`config.mk`:
```
export PLATFORM = sky130hd
export DESIGN_NAME = ecou_ctrl
export DESIGN_NICKNAME = d
export VERILOG_FILES = /design/src/hw/rtl/ecou_pkg.sv /design/src/hw/rtl/ecou_ctrl.sv
export SDC_FILE = /design/constraint.sdc
export NUM_CORES = 1
export LEC_CHECK = 0
export ABC_CLOCK_PERIOD_IN_PS = 3200
export BUFFER_PORTS_ARGS = -buffer_cell sky130_fd_sc_hd__buf_2
export CORE_AREA = 2 2 39 41
export DETAILED_ROUTE_END_ITERATION = 12
export DIE_AREA = 0 0 41 43
export GPL_TIMING_DRIVEN = 1
export PLACE_DENSITY = 0.61
export SYNTH_ARGS = -nofsm -noshare
export SYNTH_HDL_FRONTEND = slang
export SYNTH_SLANG_ARGS = --single-unit
```
`constraint.sdc`:
```
create_clock -name clk -period 3.2 [get_ports clk]
set_clock_uncertainty 0.15 [all_clocks]
set_input_delay 0.64 -clock clk [delete_from_list [all_inputs] [get_ports clk]]
set_output_delay 0.64 -clock clk [all_outputs]
set_load 0.05 [all_outputs]
```
`src/hw/rtl/ecou_pkg.sv`:
```
// ecou_pkg: types, constants and the cordic angle table for the camera unit
// no dependencies

package ecou_pkg;

	localparam int FRAC_BITS = 16;

	typedef enum logic [2:0] {
		OP_MOUSE  = 3'd0,
		OP_KEY    = 3'd1,
		OP_SCROLL = 3'd2,
		OP_SETPOS = 3'd3,
		OP_REINIT = 3'd4
	} opcode_t;

	typedef enum logic [3:0] {
		ST_IDLE,
		ST_DECODE,
		ST_TURN,
		ST_CORDIC_Y,
		ST_CORDIC_P,
		ST_MUL,
		ST_KEY_MUL,
		ST_KEY_AXIS,
		ST_OUT
	} state_t;

	// commands from controller to datapath
	typedef struct packed {
		logic load_in;
		logic do_turn;
		logic do_reinit;
		logic do_scroll;
		logic do_setpos;
		logic cordic_init;
		logic cordic_step;
		logic cordic_save_y;
		logic cordic_save_p;
		logic mul_step;
		logic key_vel;
		logic key_axis;
	} cmd_t;

	typedef struct packed {
		opcode_t op;
		logic    last_step;
		logic    mul_done;
		logic    axis_done;
	} status_t;

	typedef logic signed [31:0] atan_t;

	function automatic atan_t atan_deg24(input logic [4:0] i);
		atan_t r;
		r = '0;
		case (i)
			5'd0: r = 754974720;  5'd1: r = 445687602;  5'd2: r = 235489088;
			5'd3: r = 119537938;  5'd4: r = 60000934;   5'd5: r = 30029717;
			5'd6: r = 15018523;   5'd7: r = 7509720;    5'd8: r = 3754917;
			5'd9: r = 1877466;    5'd10: r = 938734;    5'd11: r = 469367;
			5'd12: r = 234684;    5'd13: r = 117342;    5'd14: r = 58671;
			5'd15: r = 29335;     5'd16: r = 14668;     5'd17: r = 7334;
			5'd18: r = 3667;      5'd19: r = 1833;      5'd20: r = 917;
			5'd21: r = 458;       5'd22: r = 229;       5'd23: r = 115;
			5'd24: r = 57;        5'd25: r = 29;        5'd26: r = 14;
			5'd27: r = 7;
			default: r = '0;
		endcase
		return r;
	endfunction

endpackage

```
`src/hw/rtl/ecou_ctrl.sv`:
```
// ecou_ctrl: sequencing state machine for the camera unit
// depends on ecou_pkg

module ecou_ctrl import ecou_pkg::*; (
	input  logic    clk,
	input  logic    arst_n,
	input  logic    in_valid,
	output logic    in_ready,
	output logic    out_load,
	input  logic    out_busy,
	input  status_t status,
	output cmd_t    cmd
);

	state_t state_q, state_next;

	always_ff @(posedge clk or negedge arst_n) begin
		if (!arst_n) begin
			state_q <= ST_IDLE;
		end else begin
			state_q <= state_next;
		end
	end

	always_comb begin
		state_next = state_q;
		cmd = '0;
		in_ready = 1'b0;
		out_load = 1'b0;
		case (state_q)
			ST_IDLE: begin
				in_ready = 1'b1;
				if (in_valid) begin
					cmd.load_in = 1'b1;
					state_next = ST_DECODE;
				end
			end
			ST_DECODE: begin
				case (status.op)
					OP_MOUSE: begin
						cmd.do_turn = 1'b1;
						state_next = ST_TURN;
					end
					OP_KEY: begin
						cmd.key_vel = 1'b1;
						state_next = ST_KEY_MUL;
					end
					OP_SCROLL: begin
						cmd.do_scroll = 1'b1;
						state_next = ST_OUT;
					end
					OP_SETPOS: begin
						cmd.do_setpos = 1'b1;
						state_next = ST_OUT;
					end
					OP_REINIT: begin
						cmd.do_reinit = 1'b1;
						state_next = ST_TURN;
					end
					default: state_next = ST_OUT;
				endcase
			end
			ST_TURN: begin
				// angles settled, start the yaw rotation
				cmd.cordic_init = 1'b1;
				state_next = ST_CORDIC_Y;
			end
			ST_CORDIC_Y: begin
				cmd.cordic_step = 1'b1;
				if (status.last_step) begin
					cmd.cordic_save_y = 1'b1;
					state_next = ST_CORDIC_P;
				end
			end
			ST_CORDIC_P: begin
				cmd.cordic_step = 1'b1;
				if (status.last_step) begin
					cmd.cordic_save_p = 1'b1;
					state_next = ST_MUL;
				end
			end
			ST_MUL: begin
				cmd.mul_step = 1'b1;
				if (status.mul_done) begin
					state_next = ST_OUT;
				end
			end
			ST_KEY_MUL: begin
				state_next = ST_KEY_AXIS;
			end
			ST_KEY_AXIS: begin
				cmd.key_axis = 1'b1;
				if (status.axis_done) begin
					state_next = ST_OUT;
				end
			end
			ST_OUT: begin
				if (!out_busy) begin
					out_load = 1'b1;
					state_next = ST_IDLE;
				end
			end
			default: state_next = ST_IDLE;
		endcase
	end

endmodule

```
==> metrics.txt <==
clock insertion delay at the later pin of the skew report 0.23 ns; Clock Sinks 4; vias per inst 5.06; I/O pins 24; Setup CP Type register to output port; layout cells sized above 1 0.442; Seq/Total Area, Yosys 0.211; Synth Net Count 65; worst-margin pin slew 0.528 ns; First DRT Iteration DRCs 5; top flop regs state_q x4; Slew Viols, Final 0; Post-Syn Area 475 µm²; TritonCTS Buffers 3; largest net degree at the start of global routing 14; first-pass GRT wire length 1.65 mm; clock transition at the registers of the reported paths 0.04 ns; Async SR Flop Fraction 1.00; Slew HR 0.648; cell chain of the critical path nor4b_4 > and2b_1 > and3_1 > buf_2; most frequent cells in the layout buf_2 (23), nor2_1 (8), inv_1 (4), dfrtp_1 (4); fin nets 89; Area Growth Syn to Fin 25.8%; Pre-antenna DRT Iters 2; RSZ-0062 raised after global routing false; drt total wl 1.05 mm; Post-DP HPWL 782 µm; fmax ~390 MHz; Bufs on Longest Clock Path 2; GRT Total Usage 0.136; CP peak stage delay 0.63 ns; Die W 41 µm; Die ar. between 1500 and 2000 µm²; dpl cell area ~580 µm²; Yosys Warn Count 0; delay-heaviest family, CP simple AND/OR/NAND/NOR gates; post-layout util 0.432; #FFs+latches synth 4; Final min period 2.58 ns; Largest register FFs 4; Pleak roughly 0.31 nW; CTS tree yes; Cell Pwr Density between 900 and 1000 nW/µm²; Post-synth EDFFs 0; Routed Antenna Nets 0; maximum VDD drop 0.325 mV; R2R Path Start state_q[3]; global route overflow 0; crit path buf inv count 1; initial antenna violation count 0; vias in the first global route 412; status complete, no violations; internal reg-to-reg setup slack roughly 1.3 ns; maxcap violations 0; Post-CTS Hold Buffers 0; Post-route DRC 0; Placer Congestion 0.728; FP Rows 14; CP Data Required Time roughly 2.4 ns; Crit. Startpoint state_q[0]; initial core utilization 0.344; Register-to-Register Path Depth 4; design area ~600 µm²; Hold Path Class input port to async pin; post-CTS setup repair buffer count 0; final hold violation count 0; Avg Inst Size Synth 8.64 µm²; CP max-delay cell dfrtp_1; Setup crit start kind register; Top reg by flops state_q; Die Ht 43 µm; clock root buffer clkbuf_4; worst r2r dst state_q[0]; most common cell after layout, fill and taps aside buf_2; Worst setup EP type output port; antenna fix cells 0; worst hold margin 0.0513 ns; vias 471; post-synthesis cell count 55; drt wl/cell 11.2 µm; post-CTS sizing 0; setup TNS 0 ns; Primary FF master, synth dfrtp_1; Port Buf Inserts 23; fin crit share 0.807; maximum fanout along the worst path 13; core area 1380 µm²; synth unique cells 26; Critical Path AT 1.79 ns; H-Tree Depth 1; Setup-failing EPs final 0
-- worst max-delay path by stage --
| stage | slack, ns | cells past startpoint | to |
|---|---|---|---|
| 6_report | 0.62 | 4 | cmd[7] |
| 4_1_cts | 0.61 | 4 | cmd[7] |
| 5_1_grt | 0.46 | 5 | cmd[8] |
| 3_3_place_gp | 0.90 | 4 | cmd[7] |
| 3_5_place_dp | 0.86 | 4 | cmd[7] |
| 2_1_floorplan | 0.09 | 2 | out_load |
-- cells in the mapped netlist (2+ instances only) --
cell type  n  area share
and3_1     2       0.026
nor2_1     8       0.063
dfrtp_1    4        0.21
a32oi_1    2       0.037
nor4b_4    2        0.10
o21ai_0    3       0.032
and2_2     2       0.032
nor4_1     2       0.026
nand2b_1   3       0.039
nor3_1     2       0.021
inv_1      4       0.032
and2_1     2       0.026
buf_6      3       0.071
mux2i_1    2       0.042
nand2_1    3       0.024
-- cell type report --
| type | instances | area (µm²) |
|---|---|---|
| multi-input cells | 43 | 325 |
| repair buffers | 23 | 115 |
| inverters | 4 | 15.0 |
| fillers | 153 | 786 |
| well taps | 16 | 20.0 |
| clock buffers | 3 | 22.5 |
| flip-flops and latches | 4 | 100 |
-- stage by stage --
step	instances	setup WS, ns	total power (W)
final	93	0.617	0.000561
after global routing	93	0.463	0.000604
after CTS	93	0.606	0.000569
after detailed placement	90	0.857	0.000505
after global placement	90	0.896	0.000497
after floorplan	55	0.0943	0.000462
-- power breakdown --
group / switching, W / internal [W]
combinational: 0.000213 / 0.000139
clock: 0.0000185 / 0.0000418
sequential: 0.0000794 / 0.0000702
-- metal layers --
layer | up-vias | track usage | wire length [µm]
li1 | 238 | - | -
met2 | 18 | 0.203 | 521
met4 | 0 | 0.0600 | 0
met5 | - | 0 | 0
met3 | 0 | 0.0471 | 66
met1 | 215 | 0.168 | 457
-- kinds of logic after synthesis --
group	Yosys count	share of synthesized area
buffers and inverters	8	0.118
and+or+nand+nor	30	0.426
AOI/OAI and AO/OA	10	0.171
muxes	3	0.0737
DFF	4	0.211
-- worst reg2reg max path, stage by stage, from the launching register on --
cell     delay, ns
dfrtp_1       0.61
or2b_1        0.29
a32oi_1       0.23
o21a_4        0.18
mux2_4        0.29
Note: power is estimated with default switching activity, not from simulation.
